==> src/rtl/sara_pkg.sv <==
// Shared types, constants and helper functions for the shelf atlas allocator.
// Used by sara_ctrl, sara_dpath, sara_checker and the top level.
// Depends on nothing.
`default_nettype none

package sara_pkg;

    localparam int CALC_W    = 17;   // holds padded sizes and side sums
    localparam int FIELD_W   = 15;
    localparam int PAD_W     = 4;
    localparam int CFG_IDX_W = 1;

    localparam int S_TDATA_W = 32;
    localparam int M_TDATA_W = 96;
    localparam int M_USED_W  = 6 * FIELD_W + 1;
    localparam int GREW_BIT  = 6 * FIELD_W;

    localparam logic [PAD_W-1:0]   PAD_RESET  = 4'd1;
    localparam logic [FIELD_W-1:0] INIT_RESET = 15'd1024;

    localparam logic OP_ALLOC = 1'b0;
    localparam logic OP_CLEAR = 1'b1;

    localparam logic [CFG_IDX_W-1:0] CFG_PAD  = 1'b0;
    localparam logic [CFG_IDX_W-1:0] CFG_INIT = 1'b1;

    typedef enum logic [3:0] {
        ST_IDLE,
        ST_CLEAR,
        ST_PAD,
        ST_CHECK,
        ST_GROW_W_CALC,
        ST_GROW_W_APPLY,
        ST_SHELF,
        ST_HEIGHT_CHECK,
        ST_GROW_H_CALC,
        ST_GROW_H_APPLY,
        ST_COMMIT,
        ST_FAIL,
        ST_DONE
    } state_t;

    typedef struct packed {
        logic accept;
        logic clear;
        logic fail;
        logic pad;
        logic chk;
        logic grow_calc;
        logic grow_tall;
        logic grow_apply;
        logic shelf;
        logic commit;
        logic out_load;
    } dp_cmd_t;

    typedef struct packed {
        logic in_clear;
        logic chk_fail;
        logic need_grow_w;
        logic grow_fail;
        logic need_grow_h;
        logic out_free;
    } dp_status_t;

    function automatic logic [CALC_W-1:0] umax(input logic [CALC_W-1:0] a,
                                               input logic [CALC_W-1:0] b);
        return (a > b) ? a : b;
    endfunction

    // Smallest power of two >= v (1 for v of 0 or 1); zero when v is above lim,
    // lim being the first power of two at or above the side limit.
    function automatic logic [CALC_W-1:0] round_pow2(input logic [CALC_W-1:0] v,
                                                     input logic [CALC_W-1:0] lim);
        logic [CALC_W-1:0] r;
        r = CALC_W'(1);
        for (int i = 0; i < CALC_W - 1; i++) begin
            if (v > (CALC_W'(1) << i)) begin
                r = CALC_W'(1) << (i + 1);
            end
        end
        if (v > lim) begin
            r = '0;
        end
        return r;
    endfunction

endpackage

`default_nettype wire

==> src/rtl/sara_ctrl.sv <==
// Sequencing state machine for the shelf atlas allocator.
// Drives datapath commands from datapath status; uses sara_pkg.
`default_nettype none

module sara_ctrl (
    input  wire logic                 clk,
    input  wire logic                 rst_n,
    input  wire logic                 s_tvalid,
    output logic                      s_tready,
    output sara_pkg::dp_cmd_t         cmd,
    input  wire sara_pkg::dp_status_t status
);
    import sara_pkg::*;

    state_t state_reg;
    state_t state_next;

    always_ff @(posedge clk or negedge rst_n)
    begin
        if (!rst_n)
        begin
            state_reg <= ST_IDLE;
        end
        else
        begin
            state_reg <= state_next;
        end
    end

    always_comb
    begin
        state_next = state_reg;
        case (state_reg)
            ST_IDLE:
            begin
                if (s_tvalid)
                begin
                    state_next = status.in_clear ? ST_CLEAR : ST_PAD;
                end
            end
            ST_CLEAR:        state_next = ST_DONE;
            ST_PAD:          state_next = ST_CHECK;
            ST_CHECK:
            begin
                if (status.chk_fail)
                begin
                    state_next = ST_FAIL;
                end
                else if (status.need_grow_w)
                begin
                    state_next = ST_GROW_W_CALC;
                end
                else
                begin
                    state_next = ST_SHELF;
                end
            end
            ST_GROW_W_CALC:  state_next = ST_GROW_W_APPLY;
            ST_GROW_W_APPLY: state_next = status.grow_fail ? ST_FAIL : ST_SHELF;
            ST_SHELF:        state_next = ST_HEIGHT_CHECK;
            ST_HEIGHT_CHECK: state_next = status.need_grow_h ? ST_GROW_H_CALC : ST_COMMIT;
            ST_GROW_H_CALC:  state_next = ST_GROW_H_APPLY;
            ST_GROW_H_APPLY: state_next = status.grow_fail ? ST_FAIL : ST_COMMIT;
            ST_COMMIT:       state_next = ST_DONE;
            ST_FAIL:         state_next = ST_DONE;
            ST_DONE:
            begin
                if (status.out_free)
                begin
                    state_next = ST_IDLE;
                end
            end
            default:         state_next = ST_IDLE;
        endcase
    end

    always_comb
    begin
        cmd      = '0;
        s_tready = 1'b0;
        case (state_reg)
            ST_IDLE:
            begin
                s_tready   = 1'b1;
                cmd.accept = s_tvalid;
            end
            ST_CLEAR:        cmd.clear = 1'b1;
            ST_PAD:          cmd.pad = 1'b1;
            ST_CHECK:        cmd.chk = 1'b1;
            ST_GROW_W_CALC:  cmd.grow_calc = 1'b1;
            ST_GROW_W_APPLY: cmd.grow_apply = 1'b1;
            ST_SHELF:        cmd.shelf = 1'b1;
            ST_HEIGHT_CHECK: cmd = '0;
            ST_GROW_H_CALC:
            begin
                cmd.grow_calc = 1'b1;
                cmd.grow_tall = 1'b1;
            end
            ST_GROW_H_APPLY: cmd.grow_apply = 1'b1;
            ST_COMMIT:       cmd.commit = 1'b1;
            ST_FAIL:         cmd.fail = 1'b1;
            ST_DONE:         cmd.out_load = status.out_free;
            default:         cmd = '0;
        endcase
    end

endmodule

`default_nettype wire

==> src/rtl/sara_dpath.sv <==
// Datapath of the shelf atlas allocator: config registers, atlas state,
// grow unit, shelf logic and the result register. Uses sara_pkg.
`default_nettype none

module sara_dpath #(
    parameter int MAX_SIDE = 16384
) (
    input  wire logic                            clk,
    input  wire logic                            rst_n,
    input  wire logic                            cfg_we,
    input  wire logic [sara_pkg::CFG_IDX_W-1:0]  cfg_index,
    input  wire logic [sara_pkg::FIELD_W-1:0]    cfg_wdata,
    input  wire logic [sara_pkg::S_TDATA_W-1:0]  s_tdata,
    input  wire logic [0:0]                      s_tuser,
    output logic                                 m_tvalid,
    input  wire logic                            m_tready,
    output logic [sara_pkg::M_TDATA_W-1:0]       m_tdata,
    output logic [0:0]                           m_tuser,
    input  wire sara_pkg::dp_cmd_t               cmd,
    output sara_pkg::dp_status_t                 status
);
    import sara_pkg::*;

    localparam int SIDE_W = $clog2(MAX_SIDE) + 1;
    localparam int LIM    = 1 << $clog2(MAX_SIDE);
    localparam logic [CALC_W-1:0] MAX_C = CALC_W'(MAX_SIDE);
    localparam logic [CALC_W-1:0] LIM_C = CALC_W'(LIM);

    // configuration
    logic [PAD_W-1:0]   pad_reg;
    logic [FIELD_W-1:0] init_reg;

    // item being worked on
    logic               op_reg;
    logic [FIELD_W-1:0] w_reg;
    logic [FIELD_W-1:0] h_reg;
    logic [SIDE_W-1:0]  old_aw_reg;
    logic [SIDE_W-1:0]  old_ah_reg;
    logic [CALC_W-1:0]  rw_reg;
    logic [CALC_W-1:0]  rh_reg;
    logic [CALC_W-1:0]  want_w_reg;
    logic [CALC_W-1:0]  nw_reg;
    logic [CALC_W-1:0]  nh_reg;
    logic               gfail_reg;
    logic               keep_reg;
    logic               ok_reg;
    logic [FIELD_W-1:0] px_reg;
    logic [FIELD_W-1:0] py_reg;

    // atlas state
    logic [SIDE_W-1:0]  aw_reg;
    logic [SIDE_W-1:0]  ah_reg;
    logic [SIDE_W-1:0]  cur_reg;
    logic [SIDE_W-1:0]  shelf_y_reg;
    logic [SIDE_W-1:0]  shelf_h_reg;
    logic [SIDE_W-1:0]  used_w_reg;
    logic [SIDE_W-1:0]  used_h_reg;

    // result register
    logic                 res_valid_reg;
    logic                 res_ok_reg;
    logic [M_TDATA_W-1:0] res_data_reg;

    logic [CALC_W-1:0] aw_x;
    logic [CALC_W-1:0] ah_x;
    logic [CALC_W-1:0] init_x;
    logic [CALC_W-1:0] pad_x;
    logic [CALC_W-1:0] base_w;
    logic [CALC_W-1:0] want_w;
    logic [CALC_W-1:0] fit_sum;
    logic [CALC_W-1:0] tall_sum;
    logic [CALC_W-1:0] g_ww;
    logic [CALC_W-1:0] g_wh;
    logic [CALC_W-1:0] g_bw;
    logic [CALC_W-1:0] g_bh;
    logic [CALC_W-1:0] g_nw;
    logic [CALC_W-1:0] g_nh;
    logic              grew;

    assign aw_x   = CALC_W'(aw_reg);
    assign ah_x   = CALC_W'(ah_reg);
    assign init_x = CALC_W'(init_reg);
    assign pad_x  = CALC_W'(pad_reg);

    assign base_w   = (aw_reg == '0) ? init_x : aw_x;
    assign want_w   = round_pow2(umax(base_w, rw_reg), LIM_C);
    assign fit_sum  = CALC_W'(cur_reg) + rw_reg;
    assign tall_sum = CALC_W'(shelf_y_reg) + rh_reg;

    // grow operands: first box, wide box, or tall box
    always_comb
    begin
        if (cmd.grow_tall)
        begin
            g_ww = aw_x;
            g_wh = tall_sum;
        end
        else
        begin
            g_ww = want_w_reg;
            g_wh = (aw_reg == '0) ? umax(rh_reg, init_x) : ah_x;
        end
    end

    assign g_bw = (aw_reg == '0) ? init_x : aw_x;
    assign g_bh = (ah_reg == '0) ? init_x : ah_x;
    assign g_nw = round_pow2(umax(g_bw, g_ww), LIM_C);
    assign g_nh = round_pow2(umax(g_bh, g_wh), LIM_C);

    assign status.in_clear    = (s_tuser[0] == OP_CLEAR);
    assign status.chk_fail    = (rw_reg == '0) || (rh_reg == '0) || (rw_reg > MAX_C)
                                || (rh_reg > MAX_C) || (want_w == '0);
    assign status.need_grow_w = (aw_reg == '0) || (rw_reg > aw_x);
    assign status.grow_fail   = gfail_reg;
    assign status.need_grow_h = tall_sum > ah_x;
    assign status.out_free    = !res_valid_reg || m_tready;

    always_ff @(posedge clk or negedge rst_n)
    begin
        if (!rst_n)
        begin
            pad_reg  <= PAD_RESET;
            init_reg <= INIT_RESET;
        end
        else if (cfg_we)
        begin
            case (cfg_index)
                CFG_PAD:  pad_reg <= cfg_wdata[PAD_W-1:0];
                CFG_INIT: init_reg <= cfg_wdata;
                default:  pad_reg <= pad_reg;
            endcase
        end
    end

    always_ff @(posedge clk)
    begin
        if (cmd.accept)
        begin
            op_reg     <= s_tuser[0];
            w_reg      <= s_tdata[FIELD_W-1:0];
            h_reg      <= s_tdata[2*FIELD_W-1:FIELD_W];
            old_aw_reg <= aw_reg;
            old_ah_reg <= ah_reg;
        end
        if (cmd.pad)
        begin
            rw_reg <= CALC_W'(w_reg) + (pad_x << 1);
            rh_reg <= CALC_W'(h_reg) + (pad_x << 1);
        end
        if (cmd.chk)
        begin
            want_w_reg <= want_w;
        end
        if (cmd.grow_calc)
        begin
            nw_reg    <= g_nw;
            nh_reg    <= g_nh;
            gfail_reg <= (g_ww > MAX_C) || (g_wh > MAX_C) || (g_nw == '0) || (g_nh == '0);
            keep_reg  <= (aw_reg != '0) && (aw_x >= g_nw) && (ah_x >= g_nh);
        end
        if (cmd.clear)
        begin
            ok_reg <= 1'b1;
            px_reg <= '0;
            py_reg <= '0;
        end
        else if (cmd.fail)
        begin
            ok_reg <= 1'b0;
            px_reg <= '0;
            py_reg <= '0;
        end
        else if (cmd.commit)
        begin
            ok_reg <= 1'b1;
            px_reg <= FIELD_W'(CALC_W'(cur_reg) + pad_x);
            py_reg <= FIELD_W'(CALC_W'(shelf_y_reg) + pad_x);
        end
    end

    always_ff @(posedge clk or negedge rst_n)
    begin
        if (!rst_n)
        begin
            aw_reg      <= '0;
            ah_reg      <= '0;
            cur_reg     <= '0;
            shelf_y_reg <= '0;
            shelf_h_reg <= '0;
            used_w_reg  <= '0;
            used_h_reg  <= '0;
        end
        else if (cmd.clear || cmd.fail)
        begin
            aw_reg      <= '0;
            ah_reg      <= '0;
            cur_reg     <= '0;
            shelf_y_reg <= '0;
            shelf_h_reg <= '0;
            used_w_reg  <= '0;
            used_h_reg  <= '0;
        end
        else if (cmd.grow_apply)
        begin
            if (!gfail_reg && !keep_reg)
            begin
                aw_reg <= SIDE_W'(nw_reg);
                ah_reg <= SIDE_W'(nh_reg);
            end
        end
        else if (cmd.shelf)
        begin
            // box does not fit the rest of the row: open a new shelf
            if (fit_sum > aw_x)
            begin
                cur_reg     <= '0;
                shelf_y_reg <= shelf_y_reg + shelf_h_reg;
                shelf_h_reg <= '0;
            end
        end
        else if (cmd.commit)
        begin
            cur_reg     <= SIDE_W'(fit_sum);
            shelf_h_reg <= SIDE_W'(umax(CALC_W'(shelf_h_reg), rh_reg));
            used_w_reg  <= SIDE_W'(umax(CALC_W'(used_w_reg), fit_sum));
            used_h_reg  <= SIDE_W'(umax(CALC_W'(used_h_reg), tall_sum));
        end
    end

    assign grew = ok_reg && (op_reg == OP_ALLOC)
                  && ((aw_reg != old_aw_reg) || (ah_reg != old_ah_reg));

    always_ff @(posedge clk or negedge rst_n)
    begin
        if (!rst_n)
        begin
            res_valid_reg <= 1'b0;
        end
        else if (cmd.out_load)
        begin
            res_valid_reg <= 1'b1;
        end
        else if (m_tready)
        begin
            res_valid_reg <= 1'b0;
        end
    end

    always_ff @(posedge clk)
    begin
        if (cmd.out_load)
        begin
            res_ok_reg   <= ok_reg;
            res_data_reg <= {{(M_TDATA_W - M_USED_W){1'b0}},
                             grew,
                             FIELD_W'(used_h_reg),
                             FIELD_W'(used_w_reg),
                             FIELD_W'(ah_reg),
                             FIELD_W'(aw_reg),
                             py_reg,
                             px_reg};
        end
    end

    assign m_tvalid   = res_valid_reg;
    assign m_tdata    = res_data_reg;
    assign m_tuser[0] = res_ok_reg;

endmodule

`default_nettype wire

==> src/rtl/shelf_atlas_rect_allocator.sv <==
// Shelf next-fit rectangle allocator for a growable power-of-two atlas.
// Top level: joins sara_ctrl and sara_dpath; uses sara_pkg.
//
// Input stream (s_*): one transfer per request. s_tuser[0] is the opcode
// (allocate or clear); s_tdata carries the rectangle width and height.
// Output stream (m_*): exactly one transfer per request. m_tuser[0] is ok;
// m_tdata carries the content position, atlas size, used extent and a grew
// flag. A failed allocate answers ok low with all fields zero and empties
// the atlas.
// Config port: cfg_we/cfg_index/cfg_wdata write pad width (index 0) or the
// initial side (index 1); write only while the block is idle.
// Timing: one request is worked on at a time by the state machine. A clear
// goes from accept to the done state; an allocate steps through pad, check,
// an optional width grow, shelf, height check, an optional height grow and
// commit, or goes to the fail state when the padded box is rejected early or a
// grow fails. The result appears on m_tvalid in the same cycle that s_tready returns.
// A stalled receiver holds the result in the output register; the next
// request is accepted meanwhile and waits in its final state for the slot.
// Reset empties the atlas, sets pad width 1 and initial side 1024.
`default_nettype none

module shelf_atlas_rect_allocator #(
    parameter int MAX_SIDE = 16384
) (
    input  wire logic                            clk,
    input  wire logic                            rst_n,
    // config write port
    input  wire logic                            cfg_we,
    input  wire logic [sara_pkg::CFG_IDX_W-1:0]  cfg_index,
    input  wire logic [sara_pkg::FIELD_W-1:0]    cfg_wdata,
    // request stream
    input  wire logic                            s_tvalid,
    output logic                                 s_tready,
    input  wire logic [sara_pkg::S_TDATA_W-1:0]  s_tdata,   // rect_width, rect_height
    input  wire logic [0:0]                      s_tuser,   // opcode
    // result stream
    output logic                                 m_tvalid,
    input  wire logic                            m_tready,
    output logic [sara_pkg::M_TDATA_W-1:0]       m_tdata,   // pos_x, pos_y, atlas_w,
                                                            // atlas_h, extent_w,
                                                            // extent_h, grew
    output logic [0:0]                           m_tuser    // ok
);
    import sara_pkg::*;

    dp_cmd_t    cmd;
    dp_status_t status;

    sara_ctrl u_ctrl (
        .clk      (clk),
        .rst_n    (rst_n),
        .s_tvalid (s_tvalid),
        .s_tready (s_tready),
        .cmd      (cmd),
        .status   (status)
    );

    sara_dpath #(
        .MAX_SIDE (MAX_SIDE)
    ) u_dpath (
        .clk       (clk),
        .rst_n     (rst_n),
        .cfg_we    (cfg_we),
        .cfg_index (cfg_index),
        .cfg_wdata (cfg_wdata),
        .s_tdata   (s_tdata),
        .s_tuser   (s_tuser),
        .m_tvalid  (m_tvalid),
        .m_tready  (m_tready),
        .m_tdata   (m_tdata),
        .m_tuser   (m_tuser),
        .cmd       (cmd),
        .status    (status)
    );

endmodule

`default_nettype wire

==> config.mk <==
export PLATFORM = sky130hd
export DESIGN_NAME = shelf_atlas_rect_allocator
export DESIGN_NICKNAME = d
export VERILOG_FILES = /design/src/rtl/sara_pkg.sv /design/src/rtl/sara_ctrl.sv /design/src/rtl/sara_dpath.sv /design/src/rtl/shelf_atlas_rect_allocator.sv
export SDC_FILE = /design/constraint.sdc
export NUM_CORES = 1
export LEC_CHECK = 0
export BUFFER_PORTS_ARGS = -buffer_cell sky130_fd_sc_hd__buf_2
export CAP_MARGIN = 20
export CORE_MARGIN = 5
export CORE_UTILIZATION = 30
export DETAILED_ROUTE_END_ITERATION = 8
export SLEW_MARGIN = 20
export SYNTH_ARGS = -nofsm -noshare
export SYNTH_HDL_FRONTEND = slang
export SYNTH_HIERARCHICAL = 1
export SYNTH_SLANG_ARGS = --single-unit
==> constraint.sdc <==
create_clock -name clk -period 9.01 [get_ports clk]
set_input_delay 0.4505 -clock clk [delete_from_list [all_inputs] [get_ports clk]]
set_output_delay 0.4505 -clock clk [all_outputs]
set_load 0.1 [all_outputs]
==> run_results.csv <==
group,metric,value,unit
placement,dp.cells,3628,
detailed_routing,firstDrtPassIters,5,
timing,final-hold-violation-count,0,
detailed_routing,wirelength,75170,µm
detailed_routing,route.detailed.drc,0,
placement,pre_cts_ws,1.007,ns
worst_setup_path,start_kind,"register",
timing,drv_slew,0,
placement,io_buffers,145,
logic_synthesis,synth_cells,2448,
worst_setup_path,worstPathArrival,8.42,ns
clocking,insertion_delay,0.59,ns
detailed_routing,wl_per_cell,20.24,µm
worst_setup_path,worstPathMaxFanout,34,
cells_and_area,final_core_util,0.3482,
timing,worst_slew_pin_slew,1.133,ns
worst_setup_path,worst-r2r-setup-slack,0.89,ns
timing,fmaxAchievable,123.2,MHz
die,dieHeight,297.5,µm
logic_synthesis,synth-seq-cells,393,
detailed_routing,drtIter0Drc,1522,
clocking,clk_path_buf_depth,3,
placement,hpwlAfterDp,57040,µm
timing,setup_tns,0,ns
clocking,path_clk_slew,0.06,ns
clocking,htreeDepth,2,
clocking,cts_root_buf,"clkbuf_16",
worst_setup_path,rr_worst_depth,27,
die,core,81980,µm²
worst_hold_path,hold_path_depth,1,
die,fp-row-count,105,
worst_hold_path,worstHoldStart,"s_tdata[11]",
clocking,post_cts_buffers,0,
cells_and_area,largest_reg_flops,91,
die,io-pin-count,153,
timing,finalCriticalPeriod,8.116,ns
clocking,cts_hold_buf,1,
worst_setup_path,regToRegStartpoint,"u_dpath/aw_reg[0]",
logic_synthesis,ys_types,101,
timing,setup_ws,0.8940,ns
worst_hold_path,hold_path_class,"input pin to register",
worst_setup_path,end_kind,"register",
logic_synthesis,synth_ff_type,"edfxtp_1",
logic_synthesis,syn_area_per_cell,10.13,µm²
cells_and_area,synthToLayoutAreaGrowth,15.15,%
timing,slew_headroom,0.2367,
logic_synthesis,synth_edf_count,233,
logic_synthesis,yosysWarnings,6,
cells_and_area,drive_gt1_frac,0.1336,
logic_synthesis,synth_area,24790,µm²
clocking,cts_sinks,393,
cells_and_area,final_common_cell,"ha_1",
cells_and_area,final_cells,3714,
global_routing,grt-ovfl-total,0,
die,die-area,88490,µm²
timing,setup_violations,0,
die,die_w,297.5,µm
worst_setup_path,required,9.32,ns
cells_and_area,layout.nets,2907,
worst_setup_path,worstReg2RegEnd,"u_dpath/keep_reg",
clocking,post_cts_resized,0,
clocking,cts_tree,"yes",
worst_setup_path,crit_type,"register to register",
logic_synthesis,seq_area_frac_synth,0.4376,
timing,rsz0062_at_grt,"false",
timing,fin_crit_sh,0.9008,
timing,finalClockSkew,0.01340,ns
die,initial_core_util,0.3024,
global_routing,antenna_found_initial,5,
placement,gp_congestion,0.9128,
detailed_routing,antenna_left,0,
cells_and_area,fillCellCount,8361,
global_routing,grt_max_degree,78,
worst_hold_path,hold_end,"u_dpath/w_reg[11]",
logic_synthesis,async_flop_share,0.3282,
job,cap_violations,0,
logic_synthesis,synth.area.top_cells,"edfxtp_1 28%, dfrtp_1 13%, ha_1 12%",
global_routing,grt.total_usage,0.1634,
detailed_routing,via_count,19170,
logic_synthesis,synth_top_area_share,0.2822,
global_routing,grt_pass1_vias,18480,
status,status,"complete, no violations",
logic_synthesis,yosysTopAreaCell,"edfxtp_1",
global_routing,grt_pass1_wl,113400,µm
cells_and_area,mostFrequentLayoutCells,"240 x ha_1, 233 x edfxtp_1, 204 x nand2_1, 180 x inv_1, 165 x a21oi_1",
clocking,cts_buffers,45,
detailed_routing,vias_per_cell,5.162,
## routing by layer
layer  vias to the layer above  track usage  wire [µm]
met1                      9275       0.2183      33210
met4                         6      0.03500       1384
met3                        97      0.03788       5258
li1                       9306            -          -
met2                       486       0.2717      35270
met5                         -            0         41
## critical path, stage by stage (launching register included)
cell and delay, ns:
dfrtp_1 0.60, nor4_1 0.63, nand4_1 0.77, buf_4 0.46, o21ai_0 0.50, ha_1 0.34
and3_1 0.16, nand4_1 0.11, o31ai_1 0.15, a31oi_4 0.47, buf_12 0.25, mux2i_1 0.26
nand2_1 0.10, nor4_1 0.43, nor3b_1 0.44, inv_1 0.09, ha_1 0.29, nor2b_1 0.13
o21a_1 0.16, o21a_1 0.16, o21a_1 0.16, o21a_1 0.15, o21ai_0 0.17, a21oi_1 0.10
o31ai_1 0.20, a21oi_1 0.09, o21ai_0 0.31, a211oi_1 0.13
## layout make-up
class / instances / area (µm²) / area share
flip-flops and latches: 393 / 10850 / 0.3800
clock inverters: 30 / 425.4 / 0.01490
inverters: 181 / 679.4 / 0.02380
diodes: 2 / 5.005 / 0.0001753
multi-input cells: 1791 / 12930 / 0.4529
clock buffers: 53 / 1206 / 0.04225
well taps: 1070 / 1339 / 0.04690
repair buffers: 194 / 1115 / 0.03905
## cells in the mapped netlist, drive strengths merged, types with 48 or more instances
| master | count |
|---|---|
| mux2i | 75 |
| nand4 | 48 |
| nor3 | 50 |
| xnor2 | 77 |
| nand3 | 60 |
| dfrtp | 127 |
| clkbuf | 52 |
| a21o | 56 |
| inv | 181 |
| nor2 | 150 |
| ha | 240 |
| o21ai | 112 |
| nand2 | 207 |
| a21oi | 169 |
| edfxtp | 233 |
## how the worst max path moves through the flow
stage / startpoint / end / slack [ns]
CTS: u_dpath/aw_reg[0] / u_dpath/keep_reg / 0.98
detailed placement: u_dpath/aw_reg[0] / u_dpath/keep_reg / 1.01
global placement: u_dpath/aw_reg[0] / u_dpath/keep_reg / 1.06
floorplan: u_dpath/m_tvalid / u_dpath/m_tdata[0] / 1.0
finish: u_dpath/aw_reg[0] / u_dpath/keep_reg / 0.89
global route: u_dpath/aw_reg[0] / u_dpath/keep_reg / 0.24
## stage by stage
stage	instance area (µm²)	hold slack [ns]
final	28550	0.03990
after floorplan	24810	0.1549
after global routing	28540	0.008409
after CTS	28530	0.001047
after detailed placement	26890	0.4147
after global placement	26890	0.4146
## cell families after synthesis
group                      synth area share
and+or+nand+nor                      0.1507
AOI/OAI and AO/OA                    0.1556
DFF                                  0.4376
buffers and inverters               0.04467
adders and majority gates            0.1268
xor gates and xnor gates            0.04275
muxes                               0.04179
other                             0.0001513
Power is left out: the tool's default activity adds up to more than one toggle a clock period on the data nets, which glitch-free logic cannot reach.
